`src/hw/rtl/asbl_pkg.sv`:
```
`timescale 1ns / 1ps
// ----------------------------------------------------------------------------
// asbl_pkg: shared types and constants of the setpoint biquad limiter
// Field widths, command and clamp codes, register indexes, the history
// word layout, the accumulator control group and the per-axis limit table.
// ----------------------------------------------------------------------------
package asbl_pkg;

  localparam int DATA_W    = 32;
  localparam int AXIS_W    = 3;
  localparam int CLAMP_W   = 2;
  localparam int CFG_IDX_W = 3;
  localparam int PROD_W    = 2 * DATA_W;
  // Five Q18.46 terms plus the rounding bias fit in 66 bits; one spare bit.
  localparam int ACC_W     = PROD_W + 3;
  localparam int FRAC_SHIFT = 30;

  localparam logic CMD_INIT = 1'b0;
  localparam logic CMD_STEP = 1'b1;

  localparam logic [CLAMP_W-1:0] CLAMP_NONE = 2'd0;
  localparam logic [CLAMP_W-1:0] CLAMP_LOW  = 2'd1;
  localparam logic [CLAMP_W-1:0] CLAMP_HIGH = 2'd2;

  localparam logic [CFG_IDX_W-1:0] REG_B0 = 3'd0;
  localparam logic [CFG_IDX_W-1:0] REG_B1 = 3'd1;
  localparam logic [CFG_IDX_W-1:0] REG_B2 = 3'd2;
  localparam logic [CFG_IDX_W-1:0] REG_A1 = 3'd3;
  localparam logic [CFG_IDX_W-1:0] REG_A2 = 3'd4;

  // One history entry per axis, all four words read and written together.
  typedef struct packed {
    logic signed [DATA_W-1:0] oh2;
    logic signed [DATA_W-1:0] oh1;
    logic signed [DATA_W-1:0] ih2;
    logic signed [DATA_W-1:0] ih1;
  } hist_t;

  typedef struct packed {
    logic clear;
    logic acc_en;
    logic sub;
  } mac_ctrl_t;

  // Operating limits in Q16.16 degrees.
  function automatic logic signed [DATA_W-1:0] lim_lo(input logic [AXIS_W-1:0] ax);
    logic signed [DATA_W-1:0] r;
    case (ax)
      3'd0:    r = 32'(-170 * 65536);
      3'd1:    r = 32'(-85 * 65536);
      3'd2:    r = 32'(-170 * 65536);
      3'd3:    r = 32'(-210 * 65536);
      3'd4:    r = 32'(-130 * 65536);
      3'd5:    r = 32'(-2700 * 65536);
      default: r = '0;
    endcase
    return r;
  endfunction

  function automatic logic signed [DATA_W-1:0] lim_hi(input logic [AXIS_W-1:0] ax);
    logic signed [DATA_W-1:0] r;
    case (ax)
      3'd0:    r = 32'(170 * 65536);
      3'd1:    r = 32'(175 * 65536);
      3'd2:    r = '0;
      3'd3:    r = 32'(210 * 65536);
      3'd4:    r = 32'(130 * 65536);
      3'd5:    r = 32'(2700 * 65536);
      default: r = '0;
    endcase
    return r;
  endfunction

endpackage

```
`src/hw/rtl/asbl_hist_mem.sv`:
```
`timescale 1ns / 1ps
// ----------------------------------------------------------------------------
// asbl_hist_mem: per-axis filter history memory
// One read and one write port, registered read data. Entries never written
// since reset read as zero through a valid bit per entry.
// ----------------------------------------------------------------------------
module asbl_hist_mem
  import asbl_pkg::*;
#(
  parameter int DEPTH = 6,
  parameter int AW    = 3
) (
  input  logic          clk,
  input  logic          rst,
  input  logic          rd_en,
  input  logic [AW-1:0] rd_addr,
  output hist_t         rd_data,
  input  logic          wr_en,
  input  logic [AW-1:0] wr_addr,
  input  hist_t         wr_data
);

  hist_t            mem [DEPTH];
  hist_t            rd_word;
  logic             rd_valid;
  logic [DEPTH-1:0] valid;

  always_ff @(posedge clk) begin
    if (wr_en) begin
      mem[wr_addr] <= wr_data;
    end
    if (rd_en) begin
      rd_word <= mem[rd_addr];
    end
  end

  always_ff @(posedge clk) begin
    if (rst) begin
      valid    <= '0;
      rd_valid <= 1'b0;
    end else begin
      if (wr_en) begin
        valid[wr_addr] <= 1'b1;
      end
      if (rd_en) begin
        rd_valid <= valid[rd_addr];
      end
    end
  end

  assign rd_data = rd_valid ? rd_word : '0;

endmodule

```
`config.mk`:
```
export PLATFORM = sky130hd
export DESIGN_NAME = asbl_hist_mem
export DESIGN_NICKNAME = d
export VERILOG_FILES = /design/src/hw/rtl/asbl_pkg.sv /design/src/hw/rtl/asbl_hist_mem.sv
export SDC_FILE = /design/constraint.sdc
export NUM_CORES = 1
export LEC_CHECK = 0
export CORE_MARGIN = 5
export CORE_UTILIZATION = 55
export DETAILED_ROUTE_END_ITERATION = 8
export DONT_BUFFER_PORTS = 1
export PLACE_DENSITY = 0.69
export SYNTH_ARGS = -nofsm -noshare
export SYNTH_HDL_FRONTEND = slang
export SYNTH_SLANG_ARGS = --single-unit
```
`constraint.sdc`:
```
create_clock -name clk -period 18.3 [get_ports clk]
set_input_delay 1.83 -clock clk [delete_from_list [all_inputs] [get_ports clk]]
set_output_delay 1.83 -clock clk [all_outputs]
set_load 0.03 [all_outputs]
```
# Word-level counts from Yosys, hierarchy flattened
# Memories as Yosys holds them, arrays and structs flattened. A register that Yosys moved wholly into a read port is not among the register bits.
# Index checks and enable logic that the tools add are counted.
dict set report word_totals {
  reg_bits 7
  latchBits 0
  ram_bits 768
  mem_bits_ro 0
  in_bits 138
  output_inout_bits 128
  memories 1
}
dict set report classes {
  n_addsub 0
  n_mul 0
  div 0
  n_lt_le_gt_ge 3
  eq_ne 0
  n_shift 0
  mux 7
  bitwise_logic 1
  reduce_logical 1
}
# name depth width rd rd_clocked_by_memory_dff write_ports line_no
set mem_list {}
lappend mem_list {mem 6 128 1 1 1 asbl_hist_mem.sv:23} ;# hist_t mem [DEPTH];
# cell n
set op_table {}
lappend op_table {{$mux 128} 1}
lappend op_table {{$lt 3x4->1 const B} 2}
lappend op_table {{$or 6x6->6} 1}
lappend op_table {{$mux 1} 4}
lappend op_table {{$bmux 1 s3} 1}
lappend op_table {{$demux 1 s3} 1}
lappend op_table {{$ge 3x1->1 const B} 1}
lappend op_table {{$logic_and 1x1->1} 1}

# Depth between registers and ports, before layout
# Gate-level depths: netlist of the first run.
dict set report logic_depth {
  word_depth 5
  ltp_mapped 6
  depth_no_buf 3
}

# Worst setup path after synthesis of the first run
# Ideal clock, no wire load.
dict set report synth_timing {
  path_type {input -> register}
  start {input port wr_addr[0]}
  end {memory mem[0][0] in the netlist's numbering, enable pin}
  t_arrival_ps 15192
  slack_ps 2125
  path_stages 1
  n_path_buf 0
  cell_sequence {nor4b_1}
}
# element line_no
set synth_rtl {}
lappend synth_rtl {{from (decl)} asbl_hist_mem.sv:19} ;# input logic [AW-1:0] wr_addr,
lappend synth_rtl {{to (decl)} asbl_hist_mem.sv:23}
# No word-level cell before the write port.

==> flow_summary.ini, run 1 <==
[status]
status = completed

[floorplanning]
core_area_mm2 = 0.0614
initial_core_util = 0.551
fp-row-count = 91
die_area_mm2 = 0.0666
num_io_pins = 266
fp.dieH_um = 258
die_x_um = 258

[sta]
min_period_ns = 4.01
fmax_mhz = 249
worstMarginPinSlew_ns = 1.10
period_share = 0.219
relSlewSlack = 0.269
skew_ns = 0.0122
rsz0062_at_grt = false
setup-violations-final = 0
setup_tns_ns = 0
hold_viol_final = 0
slew_violations = 0

[synth]
ys.flop_type = edfxtp_1
netlist_instances = 1657
ys_types = 28
synth_area_per_cell_um2 = 20.4
synth_enable_flop_cells = 896
synthArstFlopShare = 0
synth_warnings = 0
ys_ff_latch = 903
synth_fp_nets = 1795
syn_area_mm2 = 0.0338
ys_seq_area_frac = 0.799

[power_and_ir_drop]
ir_worst_vdd_mv = 0.0809
p_leak_nw = 12.2
power-per-cell-area_mw_per_mm2 = 115

[critical_path]
crit_type = reg2out
critPathRequiredTime_ns = 16.47
path_delay_family = flip-flops
r2r_slack_ns = 16.86
crit_path_cell_trace = and2_1
critPathBufInv = 0
critPathMaxStageDelay_ns = 0.97
arrival_ns = 2.18
setup.worst_path.start_class = flop
end_kind = primary output
crit_fanout = 129
critPathSlowestCell = dfxtp_4

[grt]
grt_max_degree = 260
grt-ovfl-total = 0
grt_pass1_vias = 15900
grt_pass1_wl_um = 97300
antenna_found_initial = 3
grt_use_total = 0.191

[clock_tree]
cts_setup_buffers = 0
cts_resized = 0
clk_latency_ns = 0.63
cts_tree = done
hold_buffers = 0
max-clock-path-buffers = 3
cts_buffers = 89
htreeDepth = 3
cts-root-buf = clkbuf_16
clock-sinks = 903
clk_pin_slew_ns = 0.06

[placement]
gp_congestion = 0.718
dp_hpwl_um = 32300
place_inst = 2369
io_buffers = 0

[worst_hold_path]
holdCritPathClass = reg2reg

[drt]
drc = 0
avgViaCountPerCell = 5.88
vias = 14900
first_pass_iters = 5
drt-total-wl_um = 63300
drtIter0Drc = 1070
drt-wirelength-per-cell_um = 25.0
ant_nets = 0

[final_layout]
drive_gt1_frac = 0.159
final_common_cell = edfxtp_1
area_delta_synth_final_pct = 10.4
stdcell_count = 2534
final_net_count = 1808
final_cell_mix = edfxtp_1 (896), nor2_1 (138), mux2i_1 (130)
fill_cells = 4216
antennaDiodeCount = 0

[run]
cap_violations = 0
-- cell type report --
class / count / area [um2] / share of cell area
clock buffers: 109 / 2340 / 0.0628
clock inverters: 56 / 541 / 0.0145
multi-input cells: 667 / 6310 / 0.169
flip-flops and latches: 903 / 27000 / 0.724
well taps: 790 / 988 / 0.0265
repair buffers: 9 / 105 / 0.00281
-- path summary, 6_finish.rpt --
path,startpoint,endpoint,cells past startpoint
max,rd_valid$_SDFFE_PP0P_,rd_data[50],1
min,valid[1]$_SDFFE_PP0P_,valid[1]$_SDFFE_PP0P_,2
max reg2reg,rd_valid$_SDFFE_PP0P_,rd_valid$_SDFFE_PP0P_,2
min reg2reg,valid[1]$_SDFFE_PP0P_,valid[1]$_SDFFE_PP0P_,2
-- layer usage --
layer,wire length (um),GRT usage,share of wire,up-vias
met1,26800,0.269,0.42,7805
li1,-,-,-,6609
met4,1110,0.0488,0.018,0
met3,5200,0.0588,0.082,79
met5,0,0,0,-
met2,30200,0.300,0.48,419
-- cell usage after synthesis (2+ instances only) --
cell type / n / share of area
dfxtp_1: 7 / 0.0041
buf_8: 8 / 0.0036
and2_1: 128 / 0.024
clkbuf_1: 40 / 0.0044
buf_6: 3 / 0.0010
edfxtp_1: 896 / 0.80
buf_4: 16 / 0.0036
a21oi_1: 128 / 0.019
mux2i_1: 130 / 0.038
nor4bb_1: 2 / 0.00059
nor2_1: 138 / 0.015
buf_1: 3 / 0.00033
mux4_2: 128 / 0.085
buf_2: 16 / 0.0024
-- registers in the layout, indices dropped and copies added, names as in the netlist --
| signal | cells |
|---|---|
| mem | 768 |
| rd_valid | 1 |
| rd_word | 128 |
| valid | 6 |
-- report_power, final --
group	internal [mW]	switching (mW)	total [mW]
Clock	1.04	0.744	1.79
Combinational	0.0645	0.0766	0.141
Sequential	2.36	0.0222	2.39
-- stage by stage --
stage | util | hold slack (ns) | power (mW) | setup WS [ns] | cell area, um2
final | 0.608 | 0.476 | 4.31 | 14.29 | 37300
after global routing | 0.608 | 0.516 | 4.46 | 14.06 | 37300
after CTS | 0.608 | 0.479 | 4.36 | 14.20 | 37300
after floorplan | - | 0.431 | 2.58 | 2.12 | 33800
after detailed placement | 0.561 | 0.467 | 2.57 | 13.71 | 34500
after global placement | 0.561 | 0.449 | 2.57 | 13.77 | 34500
-- cells by family (layout without fill, tap and decap cells) --
kind of cell	count (synthesis)	in the layout	synth area share
simple gates	276	276	0.0412
mux	259	259	0.124
flops	903	903	0.799
buf+inv	87	174	0.0155
compound gates	132	132	0.0200
(Power assumes the default switching activity.)
==> run 2, diff against run 1 <==
clock period = 3.8 ns   (was 18.3 ns; I/O delays follow)
==> flow_summary.ini, run 2 (synthesis results as in run 1) <==
[floorplanning]
num_io_pins = 266
fp-row-count = 91
core_area_mm2 = 0.0614
die_area_mm2 = 0.0666
initial_core_util = 0.551
fp.dieH_um = 258
die_x_um = 258

[sta]
skew_ns = 0.0166
hold_viol_final = 0
setup-violations-final = 0
period_share = 0.673
relSlewSlack = 0.169
fmax_mhz = 391
worstMarginPinSlew_ns = 1.25
rsz0062_at_grt = false
hold_ws_ns = 0.0258
min_period_ns = 2.56
slew_violations = 0

[power_and_ir_drop]
p_seq_frac = 0.555
switching_share = 0.201
p_clk_frac = 0.400
p_leak_nw = 12.7
power.internal_mw = 16.5
power-per-cell-area_mw_per_mm2 = 535
ir_worst_vdd_mv = 0.392
pwr-share-comb = 0.046
p_sw_mw = 4.17

[run]
cap_violations = 0

[critical_path]
crit_fanout = 129
critPathBufInv = 0
crit_path_cell_trace = and2_1
critPathSlowestCell = dfxtp_4
critPathRequiredTime_ns = 3.42
r2r_cells = 3
arrival_ns = 2.18
cp-endpoint = rd_data[70]
end_kind = primary output
r2r_slack_ns = 1.70
crit_type = reg2out
worstSetupStartpoint = rd_valid$_SDFFE_PP0P_
critPathMaxStageDelay_ns = 1.03
r2r-start = rd_valid$_SDFFE_PP0P_
path_delay_family = flip-flops
r2r-end = rd_valid$_SDFFE_PP0P_
setup.worst_path.start_class = flop
worst-path-stages = 1

[placement]
gp_congestion = 0.697
io_buffers = 0
dp_hpwl_um = 30300

[clock_tree]
clock-sinks = 903
max-clock-path-buffers = 3
cts_resized = 0
cts_tree = done
htreeDepth = 3
cts-root-buf = clkbuf_16
clk_latency_ns = 0.63
cts_buffers = 89
clk_pin_slew_ns = 0.06

[grt]
grt_pass1_wl_um = 97600
grt-ovfl-total = 0
grt_pass1_vias = 16300
grt_max_degree = 260
antenna_found_initial = 13
grt_use_total = 0.191

[drt]
avgViaCountPerCell = 5.75
drc = 0
drt-wirelength-per-cell_um = 23.8
drt-total-wl_um = 63600
first_pass_iters = 4
drtIter0Drc = 1058
ant_nets = 0
vias = 15400

[final_layout]
final_cell_mix = edfxtp_1 (896), dlygate4sd3_1 (139), nor2_1 (138), mux2i_1 (130)
final_common_cell = edfxtp_1
area_delta_synth_final_pct = 14.4
regMostFlops = mem
final_util = 0.631
final_net_count = 1947
reg.largest.list = mem (768), rd_word (128), valid (6)
fill_cells = 4106
largest_reg_flops = 768
drive_gt1_frac = 0.141

[worst_hold_path]
hold_start = rd_addr[2]
holdCritPathClass = in2reg

[status]
status = completed
==> run 2: metrics by stage <==
stage	setup TNS [ns]	worst slack [ns]	total power [mW]	instance area, um2	std cells
3_3_place_gp	0	1.64	12.4	34500	2368
3_5_place_dp	0	1.64	12.4	34500	2368
2_1_floorplan	-480.35	-1.22	12.4	33900	1657
6_report	0	1.24	20.7	38700	2674
5_1_grt	0	1.02	21.4	38700	2673
4_1_cts	0	1.17	20.9	38700	2664
==> run 2: timing repair <==
action | 4_1_cts | 5_1_grt
endpoints found under the hold margin | 920 | 2
hold buffers | 138 | 2
setup endpoints to repair | 0 | 0
setup buffers | 0 | 0
==> run 2: worst min path at each step <==
| stage | end | slack (ns) | depth (start not counted) |
|---|---|---|---|
| floorplan | valid[5]$_SDFFE_PP0P_ | 0.43 | 2 |
| global route | rd_word[14]$_DFFE_PP_ | 0.04 | 1 |
| CTS | rd_word[34]$_DFFE_PP_ | 0.004 | 1 |
| finish | rd_word[16]$_DFFE_PP_ | 0.03 | 2 |
| global placement | valid[1]$_SDFFE_PP0P_ | 0.45 | 2 |
| detailed placement | rd_valid$_SDFFE_PP0P_ | 0.46 | 1 |
==> run 2: final cells by class <==
type | instances | area, um2 | area share
flip-flops and latches | 903 | 27000 | 0.699
diodes | 8 | 20.0 | 0.000517
well taps | 790 | 988 | 0.0255
repair buffers | 148 | 1580 | 0.0408
multi-input cells | 667 | 6340 | 0.164
clock buffers | 112 | 2360 | 0.0608
clock inverters | 46 | 390 | 0.0101
==> run 2: power groups by stage <==
stage	clock, mW	sequential (mW)	combinational (mW)
floorplan	0	11.7	0.718
global placement	0	11.7	0.682
detailed placement	0	11.7	0.688
CTS	8.47	11.5	0.950
global route	8.91	11.5	1.01
finish	8.27	11.5	0.942
==> run 2: per-layer routing <==
| metal | up-vias | global-route usage | routed length [um] |
|---|---|---|---|
| met5 | - | 0 | 62 |
| met4 | 10 | 0.0513 | 1110 |
| met3 | 97 | 0.0468 | 4060 |
| met2 | 397 | 0.311 | 31500 |
| met1 | 7960 | 0.264 | 26900 |
| li1 | 6900 | - | - |
