[src/hw/rtl/asbl_pkg.sv]
`timescale 1ns / 1ps
// ----------------------------------------------------------------------------
// asbl_pkg: shared types and constants of the setpoint biquad limiter
// Field widths, command and clamp codes, register indexes, the history
// word layout, the accumulator control group and the per-axis limit table.
// ----------------------------------------------------------------------------
package asbl_pkg;

  localparam int DATA_W    = 32;
  localparam int AXIS_W    = 3;
  localparam int CLAMP_W   = 2;
  localparam int CFG_IDX_W = 3;
  localparam int PROD_W    = 2 * DATA_W;
  // Five Q18.46 terms plus the rounding bias fit in 66 bits; one spare bit.
  localparam int ACC_W     = PROD_W + 3;
  localparam int FRAC_SHIFT = 30;

  localparam logic CMD_INIT = 1'b0;
  localparam logic CMD_STEP = 1'b1;

  localparam logic [CLAMP_W-1:0] CLAMP_NONE = 2'd0;
  localparam logic [CLAMP_W-1:0] CLAMP_LOW  = 2'd1;
  localparam logic [CLAMP_W-1:0] CLAMP_HIGH = 2'd2;

  localparam logic [CFG_IDX_W-1:0] REG_B0 = 3'd0;
  localparam logic [CFG_IDX_W-1:0] REG_B1 = 3'd1;
  localparam logic [CFG_IDX_W-1:0] REG_B2 = 3'd2;
  localparam logic [CFG_IDX_W-1:0] REG_A1 = 3'd3;
  localparam logic [CFG_IDX_W-1:0] REG_A2 = 3'd4;

  // One history entry per axis, all four words read and written together.
  typedef struct packed {
    logic signed [DATA_W-1:0] oh2;
    logic signed [DATA_W-1:0] oh1;
    logic signed [DATA_W-1:0] ih2;
    logic signed [DATA_W-1:0] ih1;
  } hist_t;

  typedef struct packed {
    logic clear;
    logic acc_en;
    logic sub;
  } mac_ctrl_t;

  // Operating limits in Q16.16 degrees.
  function automatic logic signed [DATA_W-1:0] lim_lo(input logic [AXIS_W-1:0] ax);
    logic signed [DATA_W-1:0] r;
    case (ax)
      3'd0:    r = 32'(-170 * 65536);
      3'd1:    r = 32'(-85 * 65536);
      3'd2:    r = 32'(-170 * 65536);
      3'd3:    r = 32'(-210 * 65536);
      3'd4:    r = 32'(-130 * 65536);
      3'd5:    r = 32'(-2700 * 65536);
      default: r = '0;
    endcase
    return r;
  endfunction

  function automatic logic signed [DATA_W-1:0] lim_hi(input logic [AXIS_W-1:0] ax);
    logic signed [DATA_W-1:0] r;
    case (ax)
      3'd0:    r = 32'(170 * 65536);
      3'd1:    r = 32'(175 * 65536);
      3'd2:    r = '0;
      3'd3:    r = 32'(210 * 65536);
      3'd4:    r = 32'(130 * 65536);
      3'd5:    r = 32'(2700 * 65536);
      default: r = '0;
    endcase
    return r;
  endfunction

endpackage

[src/hw/rtl/asbl_mac.sv]
`timescale 1ns / 1ps
// ----------------------------------------------------------------------------
// asbl_mac: shared multiply-accumulate unit of the biquad
// One registered 32x32 signed product per cycle, an exact accumulator that
// starts at the rounding bias, and the rounded, saturated filter output.
// ----------------------------------------------------------------------------
module asbl_mac
  import asbl_pkg::*;
(
  input  logic                     clk,
  input  mac_ctrl_t                ctrl,
  input  logic signed [DATA_W-1:0] op_a,
  input  logic signed [DATA_W-1:0] op_b,
  output logic signed [DATA_W-1:0] y
);

  localparam logic signed [ACC_W-1:0] ROUND_BIAS = ACC_W'(64'sd1 <<< (FRAC_SHIFT - 1));
  localparam int SHIFT_W = ACC_W - FRAC_SHIFT;

  logic signed [PROD_W-1:0]  prod;
  logic signed [ACC_W-1:0]   acc;
  logic signed [ACC_W-1:0]   prod_ext;
  logic signed [ACC_W-1:0]   sum;
  logic signed [SHIFT_W-1:0] shifted;

  assign prod_ext = ACC_W'(prod);
  assign sum      = ctrl.sub ? (acc - prod_ext) : (acc + prod_ext);
  assign shifted  = sum[ACC_W-1:FRAC_SHIFT];

  always_ff @(posedge clk) begin
    prod <= op_a * op_b;
    if (ctrl.clear) begin
      acc <= ROUND_BIAS;
    end else if (ctrl.acc_en) begin
      acc <= sum;
    end
  end

  // Saturate the floored Q16.16 value to the signed 32-bit range.
  always_comb begin
    if (shifted > SHIFT_W'(64'sh7FFF_FFFF)) begin
      y = {1'b0, {(DATA_W-1){1'b1}}};
    end else if (shifted < -SHIFT_W'(64'sh8000_0000)) begin
      y = {1'b1, {(DATA_W-1){1'b0}}};
    end else begin
      y = shifted[DATA_W-1:0];
    end
  end

endmodule

[config.mk]
export PLATFORM = sky130hd
export DESIGN_NAME = asbl_mac
export DESIGN_NICKNAME = d
export VERILOG_FILES = /design/src/hw/rtl/asbl_pkg.sv /design/src/hw/rtl/asbl_mac.sv
export SDC_FILE = /design/constraint.sdc
export NUM_CORES = 2
export LEC_CHECK = 0
export BUFFER_PORTS_ARGS = -buffer_cell sky130_fd_sc_hd__buf_2
export CORE_AREA = 5 5 368 370
export CTS_CLUSTER_DIAMETER = 30
export DETAILED_ROUTE_END_ITERATION = 10
export DIE_AREA = 0 0 373 375
export GPL_ROUTABILITY_DRIVEN = 0
export MAX_ROUTING_LAYER = met4
export PLACE_DENSITY = 0.47
export SLEW_MARGIN = 20
export SYNTH_ARGS = -nofsm -noshare
export SYNTH_HDL_FRONTEND = slang
export SYNTH_SLANG_ARGS = --single-unit
[constraint.sdc]
create_clock -name clk -period 14.3 [get_ports clk]
set_input_delay 2.86 -clock clk [delete_from_list [all_inputs] [get_ports clk]]
set_output_delay 2.86 -clock clk [all_outputs]
set_load 0.02 [all_outputs]
After elaboration in Yosys (flattened, before gate mapping)
Cells that the tools add are included.
{ "totals": {"in_bits": 68, "reg_bits": 131, "elab_cells": 10} }
{ "classes": {"n_mul": 1, "muxes": 3, "n_addsub": 2, "magnitude_cmp": 2} }
{ "ops": {"columns": ["operator", "count"], "rows": [
  ["67-bit by 64-bit adder with 67-bit output", 1],
  ["67-bit two-way mux", 1],
  ["67-bit by 64-bit subtractor with 67-bit output", 1],
  ["32-bit by 32-bit multiplier with 64-bit output", 1],
  ["32-bit two-way mux", 2],
  ["37-bit by 32-bit greater-than comparator with 1-bit output (second input constant)", 1],
  ["37-bit by 32-bit less-than comparator with 1-bit output (second input constant)", 1]
]} }

Logic depth before layout (Yosys ltp)
{ "depth": {"depth_word": 5, "mapped_depth": 29, "mapped_depth_nobuf": 27} }

Least setup slack after synthesis
Ideal clock, no wire load.
{ "synth_path": {"path_type": "input to register", "from": "in op_a[31]", "to": "reg prod[60]", "cell_stages": 27, "setup_ps": 123, "setup_slack_ps": 4090, "arrival_time_ps": 10087, "cell_sequence": "clkbuf_1 -> nand2_1 -> inv_1 -> fa_1 -> inv_1 -> fa_1 -> inv_1 -> fa_1 -> fa_1 -> inv_1 -> fa_1 -> inv_1 -> fa_1 -> inv_1 -> fa_1 -> inv_1 -> fa_1 -> ha_1 -> clkbuf_1 -> nand4_1 -> nor4_1 -> a22o_1 -> a41oi_1 -> and4b_1 -> a211oi_1 -> a211oi_1 -> xnor2_1"} }
{ "synth_via": {"elab_chain_len": 1} }
{ "synth_lines": {"columns": ["item", "line", "rtl"], "rows": [
  ["start, declared", "asbl_mac.sv:12", "input logic signed [DATA_W-1:0] op_a,"],
  ["32-bit by 32-bit multiplier with 64-bit output", "asbl_mac.sv:31", "prod <= op_a * op_b;"],
  ["end signal, assigned", "asbl_mac.sv:31", null],
  ["end, declared", "asbl_mac.sv:20", "logic signed [PROD_W-1:0] prod;"]
]} }
Every way passes these cells.
A chain may end at the register's enable or synchronous reset.

Worst setup path in the final report
{ "layout_path": {"from": "in ctrl[0] in the netlist's numbering", "to": "out y[0]"} }
{ "layout_via": {"elab_chain_len": 4, "elab_cells_between_ends": 5, "classes_between": "2 x order compare; 3 x mux"} }
{ "layout_lines": {"columns": ["item", "line", "rtl"], "rows": [
  ["start, declared", "asbl_mac.sv:11", "input mac_ctrl_t ctrl,"],
  ["67-bit two-way mux *", "asbl_mac.sv:27", "assign sum = ctrl.sub ? (acc - prod_ext) : (acc + prod_ext);"],
  ["37-bit by 32-bit less-than comparator with 1-bit output", "asbl_mac.sv:43", "end else if (shifted < -SHIFT_W'(64'sh8000_0000)) begin"],
  ["32-bit two-way mux", "asbl_mac.sv:43", null],
  ["32-bit two-way mux *", "asbl_mac.sv:41", "if (shifted > SHIFT_W'(64'sh7FFF_FFFF)) begin"],
  ["end, declared", "asbl_mac.sv:14", "output logic signed [DATA_W-1:0] y"]
]} }
Mark *: on every way between the ends. The rest lies on a longest branch, timed or not.

==> qor.json <==
{
  "run_status": {"value": "finished clean"},
  "total_overflow_reported_by_the_global_router": {"value": 0},
  "post_synth.cell_area_avg": {"value": 9.058, "unit": "um2"},
  "finalSetupViolations": {"value": 0},
  "yosys_register_bits": {"value": 131},
  "totalWireLength": {"value": 131.6, "unit": "mm"},
  "synth-main-ff-cell": {"value": "sky130_fd_sc_hd__dfxtp_1"},
  "finalMaxSlewViolations": {"value": 0},
  "yosys_warnings": {"value": 0},
  "critical_path_start_end_classification": {"value": "in2out"},
  "drt-vias-per-instance": {"value": 4.907},
  "worst_setup_hold_path_clk_slew": {"value": 0.06, "unit": "ns"},
  "design.die.area": {"value": 0.1399, "unit": "mm2"},
  "dr.first_iter.drc_count": {"value": 1744},
  "cts.sink_count": {"value": 131},
  "mux_share_of_post_synthesis_cell_area": {"value": 0.004602},
  "cpMostUsedCell": {"value": "sky130_fd_sc_hd__a21oi_1"},
  "number_of_global_route_vias_before_repair": {"value": 35860},
  "relSlewSlack": {"value": 0.3113},
  "portBuffers": {"value": 99},
  "report.final.hold_viol_count": {"value": 0},
  "ctsHtreeMaxLevel": {"value": 4},
  "post_synth_num_cell_types": {"value": 95},
  "cts_setup_buffers": {"value": 0},
  "cts_resized": {"value": 0},
  "drt_drc_violations_left": {"value": 0},
  "critical_path.cell_chain": {"value": "buf_2, buf_4, a21oi_1, xnor2_1, ha_1, a21oi_1, o21ai_1, a32o_1, a211oi_2, a31oi_1, o21a_1, a31o_2, a21oi_1, xnor2_1, o41ai_4, buf_4, o21ai_0, buf_2"},
  "seq_area": {"value": 0.002623, "unit": "mm2"},
  "proportion_of_synthesized_chip_area_in_sequential_cells": {"value": 0.05742},
  "ant_nets": {"value": 0},
  "timing.fmax": {"value": 0.09110, "unit": "GHz"},
  "cts_max_path_buffers": {"value": 2},
  "synth-edff-count": {"value": 0},
  "grt_start_max_net_pins": {"value": 75},
  "critical_path.startpoint_type": {"value": "primary input"},
  "half_perimeter_wire_length_after_detailed_placement": {"value": 105.9, "unit": "mm"},
  "largest_stage_delay_on_the_critical_path": {"value": 0.53, "unit": "ns"},
  "cts.hold.buffers_added": {"value": 0},
  "core_region_area": {"value": 0.1323, "unit": "mm2"},
  "simple_gate_area_share_of_the_yosys_netlist": {"value": 0.1651},
  "critical_path.max_fanout": {"value": 38},
  "row_count": {"value": 134},
  "grt_pass1_wl": {"value": 210.9, "unit": "mm"},
  "synth_adder_area_share": {"value": 0.5435},
  "worst-endpoint-required": {"value": 11.44, "unit": "ns"},
  "fin_skew": {"value": 0.01922, "unit": "ns"},
  "cp_data_arrival_time": {"value": 8.12, "unit": "ns"},
  "worst_path_dominant_cell_family": {"value": "compound AO/OA/AOI/OAI gates"},
  "ios": {"value": 100},
  "die-height": {"value": 375, "unit": "um"},
  "synth-async-reset-ratio": {"value": 0},
  "initial_utilization": {"value": 0.3453},
  "synth_compound_gate_area_share": {"value": 0.08145},
  "post-route-util": {"value": 0.3627},
  "synth_top_family_by_area": {"value": "adder cells"},
  "synthesis.instances": {"value": 5042},
  "fp.dieW": {"value": 373, "unit": "um"},
  "grt_setup_unrepaired": {"value": "no"},
  "post_synth_instance_area": {"value": 0.04567, "unit": "mm2"},
  "number_of_buffers_created_by_cts": {"value": 17},
  "timing.max_cap.violations": {"value": 0},
  "ctsRootBufferMaster": {"value": "sky130_fd_sc_hd__clkbuf_16"},
  "area_of_combinational_cells_with_multiple_inputs": {"value": 0.03806, "unit": "mm2"},
  "crit_slowest_cell": {"value": "sky130_fd_sc_hd__buf_2"},
  "grt.total_usage": {"value": 0.1961},
  "setup_tns": {"value": 0, "unit": "ns"},
  "worst_slew_pin_slew": {"value": 1.032, "unit": "ns"},
  "tritoncts": {"value": "done"},
  "initial_antenna_violation_count": {"value": 7},
  "post_syn_nets": {"value": 6444},
  "final_min_period_over_clock_period": {"value": 0.7676},
  "cp-end-kind": {"value": "output port"},
  "nNetsFinal": {"value": 6321},
  "worst_skew_pair.late_latency": {"value": 0.45, "unit": "ns"},
  "place_ws": {"value": 2.883, "unit": "ns"},
  "n_fill_cell": {"value": 13780},
  "route.detailed.wl_per_inst": {"value": 19.61, "unit": "um"},
  "critPathBufInv": {"value": 4},
  "setup_slack": {"value": 3.323, "unit": "ns"},
  "drive_gt1_frac": {"value": 0.04704},
  "synth_xor_xnor_area_share": {"value": 0.03833},
  "number_of_detailed_route_iterations_in_the_first_pass": {"value": 6},
  "via_count": {"value": 32910},
  "hp-class": {"value": "reg2reg"},
  "syn2layout_area_growth": {"value": 5.057, "unit": "%"},
  "period_needed": {"value": 10.98, "unit": "ns"}
}
-- final timing paths --
check | slack (ns) | cells past startpoint | end | start
worst max-delay path | 3.32 | 18 | y[0] | ctrl[0]
worst min-delay path | 0.48 | 2 | acc[10]$_SDFFE_PP0P_ | acc[10]$_SDFFE_PP0P_
worst max register to register | 8.15 | 19 | acc[52]$_SDFFE_PP0P_ | prod[15]$_DFF_P_
worst min register to register | 0.48 | 2 | acc[10]$_SDFFE_PP0P_ | acc[10]$_SDFFE_PP0P_
-- cell usage in the layout, fill, tap and decap left out, types with 23 or more instances in the layout --
master,n
sky130_fd_sc_hd__dfxtp_1,131
sky130_fd_sc_hd__a21o_1,80
sky130_fd_sc_hd__buf_4,29
sky130_fd_sc_hd__xor2_1,47
sky130_fd_sc_hd__nor3_1,33
sky130_fd_sc_hd__ha_1,251
sky130_fd_sc_hd__and2_1,505
sky130_fd_sc_hd__nand3_1,33
sky130_fd_sc_hd__a211oi_1,23
sky130_fd_sc_hd__nor2_1,187
sky130_fd_sc_hd__inv_1,999
sky130_fd_sc_hd__o21a_1,25
sky130_fd_sc_hd__o21ai_0,96
sky130_fd_sc_hd__nand2_1,618
sky130_fd_sc_hd__xnor2_1,146
sky130_fd_sc_hd__buf_2,99
sky130_fd_sc_hd__a31oi_1,27
sky130_fd_sc_hd__fa_1,1083
sky130_fd_sc_hd__nor2b_1,32
sky130_fd_sc_hd__a21oi_1,168
-- worst reg2reg max path: stages (launching register included) --
cell and delay [ns]:
sky130_fd_sc_hd__dfxtp_1 0.33, sky130_fd_sc_hd__or4_4 0.58, sky130_fd_sc_hd__nor4b_4 0.31, sky130_fd_sc_hd__and2_1 0.24, sky130_fd_sc_hd__and4_1 0.34, sky130_fd_sc_hd__and3_1 0.37
sky130_fd_sc_hd__a21oi_1 0.13, sky130_fd_sc_hd__xnor2_1 0.18, sky130_fd_sc_hd__ha_1 0.44, sky130_fd_sc_hd__nand2_1 0.15, sky130_fd_sc_hd__nor2_1 0.28, sky130_fd_sc_hd__and4_1 0.30
sky130_fd_sc_hd__nand4_1 0.20, sky130_fd_sc_hd__a211oi_1 0.69, sky130_fd_sc_hd__nor2_1 0.17, sky130_fd_sc_hd__o211ai_1 0.36, sky130_fd_sc_hd__a21boi_0 0.25, sky130_fd_sc_hd__o21ai_0 0.30
sky130_fd_sc_hd__xnor2_1 0.25, sky130_fd_sc_hd__o22ai_1 0.15
-- cell families after synthesis --
group / count (synthesis)
muxes: 21
AOI/OAI and AO/OA: 566
DFF: 131
and+or+nand+nor: 1524
xor gates and xnor gates: 196
adders and majority gates: 1334
buffers and inverters: 1270
-- synth_stat cells, types with 80 or more instances --
cell type | instances | area [um2]
sky130_fd_sc_hd__a21o_1 | 80 | 600.6
sky130_fd_sc_hd__a21oi_1 | 168 | 840.8
sky130_fd_sc_hd__and2_1 | 505 | 3159
sky130_fd_sc_hd__clkbuf_1 | 232 | 870.8
sky130_fd_sc_hd__dfxtp_1 | 131 | 2623
sky130_fd_sc_hd__fa_1 | 1083 | 21680
sky130_fd_sc_hd__ha_1 | 251 | 3141
sky130_fd_sc_hd__inv_1 | 1000 | 3754
sky130_fd_sc_hd__nand2_1 | 618 | 2320
sky130_fd_sc_hd__nor2_1 | 187 | 701.9
sky130_fd_sc_hd__o21ai_0 | 96 | 480.5
sky130_fd_sc_hd__xnor2_1 | 146 | 1279
-- flip-flops by register name, summed over array words and instances, names as in the netlist --
name  count
acc      67
prod     64
-- cell type report --
class	instances	area share
inverter	1000	0.07823
tap	1768	0.04610
sequential	131	0.05466
antenna	8	0.0004172
clock buffer	18	0.008944
timing repair buffer	128	0.01486
multi-input combinational	3641	0.7931
clock inverter	14	0.003677
-- layer usage --
layer  GRT usage  vias up  wire length, um
li1            -    14950                -
met1      0.2891    17220            65360
met2      0.2987      675            58700
met3     0.02282       66             6327
met4     0.02718        0             1175
met5           -        -                0
-- per-stage QoR --
| step | cells | hold WS, ns | instance area, um2 |
|---|---|---|---|
| after floorplan | 5042 | 0.4454 | 45670 |
| after CTS | 6700 | 0.4748 | 47960 |
| after global placement | 6668 | 0.4573 | 47360 |
| after detailed placement | 6668 | 0.4657 | 47360 |
| final | 6708 | 0.4758 | 47980 |
| after global routing | 6704 | 0.4945 | 47970 |
Power is left out: the tool's default activity adds up to more than one toggle a clock period on the data nets, which glitch-free logic cannot reach.
